**config.mk**
```make
export PLATFORM = sky130hd
export DESIGN_NAME = md5_message_hash
export DESIGN_NICKNAME = d
export VERILOG_FILES = /design/src/rtl/core/md5h_pkg.sv /design/src/rtl/core/md5h_round.sv /design/src/rtl/core/md5_message_hash.sv
export SDC_FILE = /design/constraint.sdc
export NUM_CORES = 2
export LEC_CHECK = 0
export ABC_AREA = 1
export BUFFER_PORTS_ARGS = -buffer_cell sky130_fd_sc_hd__buf_2
export CAP_MARGIN = 20
export CELL_PAD_IN_SITES_DETAIL_PLACEMENT = 2
export CELL_PAD_IN_SITES_GLOBAL_PLACEMENT = 2
export CORE_AREA = 2 2 487 296
export CTS_BUF_LIST = sky130_fd_sc_hd__clkbuf_4 sky130_fd_sc_hd__clkbuf_8
export DETAILED_ROUTE_END_ITERATION = 10
export DIE_AREA = 0 0 489 298
export PLACE_DENSITY_LB_ADDON = 0.3
export SYNTH_ARGS = -nofsm -noshare
export SYNTH_HDL_FRONTEND = slang
export SYNTH_SLANG_ARGS = --single-unit
export TNS_END_PERCENT = 1
```
**constraint.sdc**
```tcl
create_clock -name clk -period 9.6 [get_ports clk]
set_input_delay 0.48 -clock clk [delete_from_list [all_inputs] [get_ports clk]]
set_output_delay 0.48 -clock clk [all_outputs]
set_load 0.005 [all_outputs]
```
**src/rtl/core/md5h_pkg.sv**
```systemverilog
// MD5 hash package: sequencer state codes, padding phases, initial chaining
// words, round constant table, rotate and message index schedules.
// Used by md5h_round and md5_message_hash; no dependencies.
package md5h_pkg;

  typedef enum logic [4:0] {
    S_IDLE  = 5'b00001,
    S_PAD   = 5'b00010,
    S_ROUND = 5'b00100,
    S_FOLD  = 5'b01000,
    S_DONE  = 5'b10000
  } state_t;

  typedef enum logic [3:0] {
    PH_MARK = 4'b0001,
    PH_FILL = 4'b0010,
    PH_HI   = 4'b0100,
    PH_END  = 4'b1000
  } phase_t;

  localparam logic [31:0] INIT_A = 32'h67452301;
  localparam logic [31:0] INIT_B = 32'hefcdab89;
  localparam logic [31:0] INIT_C = 32'h98badcfe;
  localparam logic [31:0] INIT_D = 32'h10325476;

  localparam logic [31:0] PAD_MARK = 32'h00000080;
  localparam logic [2:0]  FULL_BYTES = 3'd4;
  localparam logic [3:0]  LEN_LO_POS = 4'd14;
  localparam logic [3:0]  LAST_POS   = 4'd15;
  localparam logic [5:0]  LAST_ROUND = 6'd63;

  function automatic logic [31:0] round_k(input logic [5:0] r);
    logic [31:0] k;
    case (r)
      6'd0:  k = 32'hd76aa478;  6'd1:  k = 32'he8c7b756;
      6'd2:  k = 32'h242070db;  6'd3:  k = 32'hc1bdceee;
      6'd4:  k = 32'hf57c0faf;  6'd5:  k = 32'h4787c62a;
      6'd6:  k = 32'ha8304613;  6'd7:  k = 32'hfd469501;
      6'd8:  k = 32'h698098d8;  6'd9:  k = 32'h8b44f7af;
      6'd10: k = 32'hffff5bb1;  6'd11: k = 32'h895cd7be;
      6'd12: k = 32'h6b901122;  6'd13: k = 32'hfd987193;
      6'd14: k = 32'ha679438e;  6'd15: k = 32'h49b40821;
      6'd16: k = 32'hf61e2562;  6'd17: k = 32'hc040b340;
      6'd18: k = 32'h265e5a51;  6'd19: k = 32'he9b6c7aa;
      6'd20: k = 32'hd62f105d;  6'd21: k = 32'h02441453;
      6'd22: k = 32'hd8a1e681;  6'd23: k = 32'he7d3fbc8;
      6'd24: k = 32'h21e1cde6;  6'd25: k = 32'hc33707d6;
      6'd26: k = 32'hf4d50d87;  6'd27: k = 32'h455a14ed;
      6'd28: k = 32'ha9e3e905;  6'd29: k = 32'hfcefa3f8;
      6'd30: k = 32'h676f02d9;  6'd31: k = 32'h8d2a4c8a;
      6'd32: k = 32'hfffa3942;  6'd33: k = 32'h8771f681;
      6'd34: k = 32'h6d9d6122;  6'd35: k = 32'hfde5380c;
      6'd36: k = 32'ha4beea44;  6'd37: k = 32'h4bdecfa9;
      6'd38: k = 32'hf6bb4b60;  6'd39: k = 32'hbebfbc70;
      6'd40: k = 32'h289b7ec6;  6'd41: k = 32'heaa127fa;
      6'd42: k = 32'hd4ef3085;  6'd43: k = 32'h04881d05;
      6'd44: k = 32'hd9d4d039;  6'd45: k = 32'he6db99e5;
      6'd46: k = 32'h1fa27cf8;  6'd47: k = 32'hc4ac5665;
      6'd48: k = 32'hf4292244;  6'd49: k = 32'h432aff97;
      6'd50: k = 32'hab9423a7;  6'd51: k = 32'hfc93a039;
      6'd52: k = 32'h655b59c3;  6'd53: k = 32'h8f0ccc92;
      6'd54: k = 32'hffeff47d;  6'd55: k = 32'h85845dd1;
      6'd56: k = 32'h6fa87e4f;  6'd57: k = 32'hfe2ce6e0;
      6'd58: k = 32'ha3014314;  6'd59: k = 32'h4e0811a1;
      6'd60: k = 32'hf7537e82;  6'd61: k = 32'hbd3af235;
      6'd62: k = 32'h2ad7d2bb;  default: k = 32'heb86d391;
    endcase
    return k;
  endfunction

  function automatic logic [4:0] rot_amt(input logic [5:0] r);
    logic [4:0] s;
    case ({r[5:4], r[1:0]})
      4'h0: s = 5'd7;   4'h1: s = 5'd12;  4'h2: s = 5'd17;  4'h3: s = 5'd22;
      4'h4: s = 5'd5;   4'h5: s = 5'd9;   4'h6: s = 5'd14;  4'h7: s = 5'd20;
      4'h8: s = 5'd4;   4'h9: s = 5'd11;  4'ha: s = 5'd16;  4'hb: s = 5'd23;
      4'hc: s = 5'd6;   4'hd: s = 5'd10;  4'he: s = 5'd15;  default: s = 5'd21;
    endcase
    return s;
  endfunction

  function automatic logic [3:0] msg_index(input logic [5:0] r);
    logic [3:0] g;
    case (r[5:4])
      2'd0:    g = r[3:0];
      2'd1:    g = 4'((r[3:0] << 2) + r[3:0] + 4'd1);
      2'd2:    g = 4'((r[3:0] << 1) + r[3:0] + 4'd5);
      default: g = 4'((r[3:0] << 3) - r[3:0]);
    endcase
    return g;
  endfunction

  function automatic logic [31:0] pad_word(input logic [31:0] word, input logic [2:0] n);
    logic [31:0] p;
    case (n)
      3'd0:    p = PAD_MARK;
      3'd1:    p = {16'h0000, 8'h80, word[7:0]};
      3'd2:    p = {8'h00, 8'h80, word[15:0]};
      3'd3:    p = {8'h80, word[23:0]};
      default: p = word;
    endcase
    return p;
  endfunction

endpackage

```
**src/rtl/core/md5h_round.sv**
```systemverilog
// MD5 round unit: one of the 64 compression rounds, selected by round index.
// Depends on md5h_pkg for the round constant and rotate schedule.
module md5h_round (
  input  logic [5:0]  round,
  input  logic [31:0] a,
  input  logic [31:0] b,
  input  logic [31:0] c,
  input  logic [31:0] d,
  input  logic [31:0] w,
  output logic [31:0] new_a,
  output logic [31:0] new_b,
  output logic [31:0] new_c,
  output logic [31:0] new_d
);

  logic [31:0] f;
  logic [31:0] sum;
  logic [63:0] dbl;

  always_comb begin
    case (round[5:4])
      2'd0:    f = (b & c) | (~b & d);
      2'd1:    f = (b & d) | (c & ~d);
      2'd2:    f = b ^ c ^ d;
      default: f = c ^ (b | ~d);
    endcase
  end

  assign sum   = a + f + w + md5h_pkg::round_k(round);
  assign dbl   = {sum, sum} << md5h_pkg::rot_amt(round);
  assign new_a = d;
  assign new_b = b + dbl[63:32];
  assign new_c = b;
  assign new_d = c;

endmodule

```
**src/rtl/core/md5_message_hash.sv**
```systemverilog
// MD5 message hash top level: word intake, padding sequencer, 16-word block
// buffer and chaining words around one shared round unit.
// Depends on md5h_pkg and md5h_round.
//
//   channel  signals                                                  direction
//   input    in_valid in_stall message_word word_bytes final_word    in (in_stall out)
//   output   out_valid out_stall digest_a..digest_d                   out (out_stall in)
//
// A completed 16-word block runs 64 rounds on the round unit, then one fold.
// A final word is followed by its padding words, one or two blocks, and a
// load of the digest register.
// Reset restores the initial chaining words and an empty message.
// A stalled digest holds the sequencer before the load; input stays stalled meanwhile.
module md5_message_hash (
  input  logic        clk,
  input  logic        rst,
  input  logic        in_valid,
  output logic        in_stall,
  input  logic [31:0] message_word,
  input  logic [2:0]  word_bytes,
  input  logic        final_word,
  output logic        out_valid,
  input  logic        out_stall,
  output logic [31:0] digest_a,
  output logic [31:0] digest_b,
  output logic [31:0] digest_c,
  output logic [31:0] digest_d
);

  md5h_pkg::state_t state, state_next;
  md5h_pkg::phase_t phase;

  logic [31:0] block_words [16];
  logic [3:0]  pos;
  logic [63:0] bit_length;
  logic        padding;
  logic [5:0]  round;
  logic [31:0] chain_a, chain_b, chain_c, chain_d;
  logic [31:0] work_a, work_b, work_c, work_d;
  logic [31:0] rnd_a, rnd_b, rnd_c, rnd_d;

  logic        accept;
  logic        push;
  logic [31:0] push_data;
  logic [2:0]  nbytes;
  logic        load_out;

  assign in_stall = (state != md5h_pkg::S_IDLE);
  assign accept   = in_valid && !in_stall;
  assign nbytes   = (word_bytes > md5h_pkg::FULL_BYTES) ? md5h_pkg::FULL_BYTES : word_bytes;
  assign push     = accept || (state == md5h_pkg::S_PAD);
  assign load_out = (state == md5h_pkg::S_DONE) && (!out_valid || !out_stall);

  always_comb begin
    if (state == md5h_pkg::S_PAD) begin
      case (phase)
        md5h_pkg::PH_MARK: push_data = md5h_pkg::PAD_MARK;
        md5h_pkg::PH_FILL: push_data = (pos == md5h_pkg::LEN_LO_POS) ? bit_length[31:0] : '0;
        default:           push_data = bit_length[63:32];
      endcase
    end else if (final_word) begin
      push_data = md5h_pkg::pad_word(message_word, nbytes);
    end else begin
      push_data = message_word;
    end
  end

  md5h_round u_round (
    .round (round),
    .a     (work_a),
    .b     (work_b),
    .c     (work_c),
    .d     (work_d),
    .w     (block_words[md5h_pkg::msg_index(round)]),
    .new_a (rnd_a),
    .new_b (rnd_b),
    .new_c (rnd_c),
    .new_d (rnd_d)
  );

  always_comb begin
    state_next = state;
    unique case (state)
      md5h_pkg::S_IDLE: begin
        if (accept) begin
          if (pos == md5h_pkg::LAST_POS) state_next = md5h_pkg::S_ROUND;
          else if (final_word) state_next = md5h_pkg::S_PAD;
        end
      end
      md5h_pkg::S_PAD: begin
        if (pos == md5h_pkg::LAST_POS) state_next = md5h_pkg::S_ROUND;
      end
      md5h_pkg::S_ROUND: begin
        if (round == md5h_pkg::LAST_ROUND) state_next = md5h_pkg::S_FOLD;
      end
      md5h_pkg::S_FOLD: begin
        if (!padding) state_next = md5h_pkg::S_IDLE;
        else if (phase == md5h_pkg::PH_END) state_next = md5h_pkg::S_DONE;
        else state_next = md5h_pkg::S_PAD;
      end
      md5h_pkg::S_DONE: begin
        if (load_out) state_next = md5h_pkg::S_IDLE;
      end
      default: state_next = md5h_pkg::S_IDLE;
    endcase
  end

  always_ff @(posedge clk) begin
    if (push) begin
      block_words[pos] <= push_data;
    end
    if (push && pos == md5h_pkg::LAST_POS) begin
      work_a <= chain_a;
      work_b <= chain_b;
      work_c <= chain_c;
      work_d <= chain_d;
    end else if (state == md5h_pkg::S_ROUND) begin
      work_a <= rnd_a;
      work_b <= rnd_b;
      work_c <= rnd_c;
      work_d <= rnd_d;
    end
    if (load_out) begin
      digest_a <= chain_a;
      digest_b <= chain_b;
      digest_c <= chain_c;
      digest_d <= chain_d;
    end
  end

  always_ff @(posedge clk) begin
    if (rst) begin
      state      <= md5h_pkg::S_IDLE;
      phase      <= md5h_pkg::PH_FILL;
      padding    <= 1'b0;
      pos        <= '0;
      round      <= '0;
      bit_length <= '0;
      out_valid  <= 1'b0;
      chain_a    <= md5h_pkg::INIT_A;
      chain_b    <= md5h_pkg::INIT_B;
      chain_c    <= md5h_pkg::INIT_C;
      chain_d    <= md5h_pkg::INIT_D;
    end else begin
      state <= state_next;
      if (push) begin
        pos <= pos + 4'd1;
      end
      if (accept) begin
        if (final_word) begin
          bit_length <= bit_length + (64'(nbytes) << 3);
          padding    <= 1'b1;
          phase      <= (nbytes == md5h_pkg::FULL_BYTES) ? md5h_pkg::PH_MARK
                                                         : md5h_pkg::PH_FILL;
        end else begin
          bit_length <= bit_length + 64'd32;
        end
      end
      if (state == md5h_pkg::S_PAD) begin
        case (phase)
          md5h_pkg::PH_MARK: phase <= md5h_pkg::PH_FILL;
          md5h_pkg::PH_FILL: begin
            if (pos == md5h_pkg::LEN_LO_POS) phase <= md5h_pkg::PH_HI;
          end
          default: phase <= md5h_pkg::PH_END;
        endcase
      end
      if (state == md5h_pkg::S_ROUND) begin
        round <= round + 6'd1;
      end
      if (state == md5h_pkg::S_FOLD) begin
        chain_a <= chain_a + work_a;
        chain_b <= chain_b + work_b;
        chain_c <= chain_c + work_c;
        chain_d <= chain_d + work_d;
      end
      if (load_out) begin
        out_valid  <= 1'b1;
        padding    <= 1'b0;
        bit_length <= '0;
        chain_a    <= md5h_pkg::INIT_A;
        chain_b    <= md5h_pkg::INIT_B;
        chain_c    <= md5h_pkg::INIT_C;
        chain_d    <= md5h_pkg::INIT_D;
      end else if (out_valid && !out_stall) begin
        out_valid <= 1'b0;
      end
    end
  end

endmodule

```
==> flow_summary_export.csv <==
group,metric,value,unit
global_route,top_usage_layer,"met1",
global_route,grt_usage,36.9,%
power_and_ir_drop,cellInternalPower,7.42,mW
cts,cts_root_buffer,"clkbuf_8",
sta,fmaxAchievable,109,MHz
worst_setup_path,critPathLaunch,"round[1]",
cts,cts-buffers-inserted,163,
layout,final_common_cell,"nand2_1",
worst_setup_path,slowest_stage,"fa_1",
worst_setup_path,cp_common_cell,"nand2_1",
job,drv_cap,0,
synthesis,synth-edff-count,768,
synthesis,synth_flop_cell,"edfxtp_1",
power_and_ir_drop,power_density,165,nW/um^2
power_and_ir_drop,swShare,30.6,%
global_route,grt_max_degree,129,
placed_design,dp_hpwl,201000,um
cts,insertion_delay,0.97,ns
placed_design,gp_congestion,1.01,
worst_setup_path,critPathMaxFanout,43,
cts,cts.clk_slew.worst_paths,0.07,ns
floorplanning,start_util,40.9,%
hold_path,min_from,"message_word[21]",
power_and_ir_drop,p_leak,26.1,nW
cts,h-tree-depth,4,
synthesis,synth_cells,6680,
cts,clockBufferDepth,3,
drt,ant_nets,0,
power_and_ir_drop,finalPower,10.7,mW
global_route,grt_use_met3,10.3,%
sta,worst_slew_pin_slew,1.21,ns
power_and_ir_drop,vdd_drop_max,0.125,mV
placed_design,port_buffers,169,
floorplanning,ios,170,
sta,fin_crit_sh,95.2,%
global_route,grt_pass1_wl,397000,um
drt,wl_per_cell,30.6,um
floorplanning,die_h,298,um
floorplanning,fp.coreArea,141000,um^2
synthesis,synth_cell_types,67,
cts,clock_sinks,1015,
sta,period_needed,9.14,ns
global_route,grt_pass1_vias,57400,
synthesis,synth_area_leaders,"edfxtp_1 40%, dfxtp_1 8.6%, nand2_1 7.5%",
layout,multi_input_area,26000,um^2
synthesis,async_flop_share,0,%
power_and_ir_drop,p_sw,3.28,mW
sta,setup-tns-final,0,ns
power_and_ir_drop,pwr-share-clk,39.3,%
worst_setup_path,critical_path_class,"flop to flop",
sta,relSlewSlack,19.4,%
floorplanning,fp.dieW,489,um
worst_setup_path,regToRegStartpoint,"round[1]",
global_route,grt_overflow,0,
synthesis,syn_area,57600,um^2
layout,utilization,46.1,%
drt,via_count,55200,
synthesis,synth_seq_cells,1015,
worst_setup_path,cp.required,10.30,ns
synthesis,syn_nets,7009,
sta,rsz0062_at_grt,"true",
layout,area_growth_syn_to_layout,12.7,%
synthesis,synth.avg_cell_area,8.62,um^2
worst_setup_path,rrSetupSlack,0.46,ns
sta,hold_viol_final,0,
worst_setup_path,arrival,9.84,ns
status,outcome,"complete, no violations",
power_and_ir_drop,power_frac_seq,45.2,%
drt,wl,273000,um
global_route,use_met2,52.0,%
floorplanning,die_area,146000,um^2
drt,drtIter0Drc,6377,
worst_setup_path,cp-start-kind,"flop",
synthesis,ys_seq_area_share,48.6,%
sta,finalSetupViolCount,0,
layout,layout.nets,7225,
sta,slew_violations,0,
layout,nFillCells,15400,
synthesis,ys_warn_count,0,
layout,regArea,28000,um^2
drt,firstDrtPassIters,6,
worst_setup_path,slowest_delay,0.50,ns
cts,cts_tree,"built",
floorplanning,fp-row-count,107,
sta,fin_worst_skew,0.0482,ns
global_route,met1_usage,55.2,%
power_and_ir_drop,p_comb_share,15.5,%
layout,layout.cells.non_filler,8945,
global_route,antenna_found_initial,16,
drt,drc_errors,0,
synthesis,post-synth-top-area-cell,"edfxtp_1",
layout,final_cell_mix,"1,144 x nand2_1, 806 x nor2_1, 768 x edfxtp_1",
drt,via_per_inst,6.17,
worst_setup_path,critical_path.endpoint_type,"flop",
hold_path,hold_class,"input port to flop",
layout,drive_gt1_share,10.2,%
sta,worst_hold_slack,0.0999,ns
placed_design,numPlacedInstances,8624,
synthesis,netlist.area_leader.share,40.0,%
-- worst max-delay path, delay by kind of cell, from the launching register on --
| family | cells | cell delay, ns |
|---|---|---|
| and+or+nand+nor | 21 | 2.29 |
| adders and majority gates | 6 | 2.45 |
| AOI/OAI and AO/OA | 13 | 2.64 |
| DFF | 1 | 0.45 |
| buffers and inverters | 7 | 0.99 |
-- registers in the layout, indices dropped and copies added (netlist names), 5 cells and up, named ones only --
register     flops
work_a          32
chain_d         32
work_c          32
digest_d        32
bit_length      61
work_b          32
chain_a         32
chain_b         32
work_d          32
chain_c         32
round            6
state            5
digest_a        32
digest_c        32
digest_b        32
block_words    512
-- per-layer routing --
| layer | wire length (um) | vias up | part of all wire, % |
|---|---|---|---|
| met5 | 43 | - | 0.016 |
| met4 | 5810 | 6 | 2.1 |
| met3 | 29200 | 375 | 11 |
| met2 | 113000 | 2497 | 42 |
| met1 | 125000 | 28600 | 46 |
| li1 | - | 23700 | - |
-- area by class of cell --
type | count | area share (%)
inverter | 751 | 4.38
antenna | 2 | 0.00771
clock inverter | 68 | 0.890
timing repair buffer | 324 | 3.45
multi-input combinational | 4641 | 40.0
tap | 1907 | 3.68
sequential | 1015 | 43.1
clock buffer | 237 | 4.48
-- cells by family (layout without fill, tap and decap cells) --
kind of cell,after synthesis,in the layout,share of synthesized area [%]
AND/OR/NAND/NOR,2617,2617,18.9
AO/OA/AOI/OAI,1612,1612,16.6
buffers and inverters,1024,1380,6.80
flip-flops,1015,1015,48.6
adder cells (fa/ha/maj),289,289,7.18
XOR/XNOR,119,119,1.82
multiplexers,4,4,0.0695
other,0,2,0
-- path summary, 6_finish.rpt --
path | endpoint | cells past startpoint
worst max register to register | work_b[22] | 47
worst max-delay path | work_b[22] | 47
worst min register to register | chain_a[31] | 1
worst min-delay path | block_words[9][21] | 3
-- through the flow --
| stage | cell area [um^2] | worst slack (ns) |
|---|---|---|
| final | 64900 | 0.460 |
| after global routing | 64900 | -0.0831 |
| after CTS | 64700 | 0.0640 |
| after detailed placement | 61200 | 0.203 |
| after global placement | 61200 | 0.662 |
| after floorplan | 57600 | 1.29 |
-- cells in the mapped netlist (16+ instances only) --
cell type     n
nand2_1    1147
nor2_1      823
edfxtp_1    768
inv_1       731
o21ai_0     591
a21oi_1     482
nand3_1     436
dfxtp_1     247
ha_1        220
clkbuf_1    185
o211ai_1    121
xor2_1       79
nor3_1       77
fa_1         69
o311ai_0     68
o32ai_1      59
a31oi_1      48
nand4_1      44
buf_1        43
o31ai_1      42
buf_2        39
xnor2_1      39
o221ai_1     37
o21ai_1      29
nor4_1       25
or2_2        21
o21a_1       20
a211oi_1     18
a221oi_1     16
-- power by group through the flow --
stage | registers [mW] | logic, mW | clock network [mW]
after detailed placement | 4.93 | 1.56 | 0
after global routing | 4.84 | 1.79 | 4.43
after CTS | 4.84 | 1.59 | 4.24
after global placement | 4.93 | 1.47 | 0
final | 4.84 | 1.66 | 4.21
after floorplan | 4.92 | 0.959 | 0
-- what timing repair did --
item,4_1_cts,5_1_grt
hold buffers,4,0
setup endpoints to repair,0,18
gates resized for setup,0,21
endpoints found under the hold margin,8,0
buffers inserted,0,0
No activity file was read; power rests on OpenSTA's default activity.
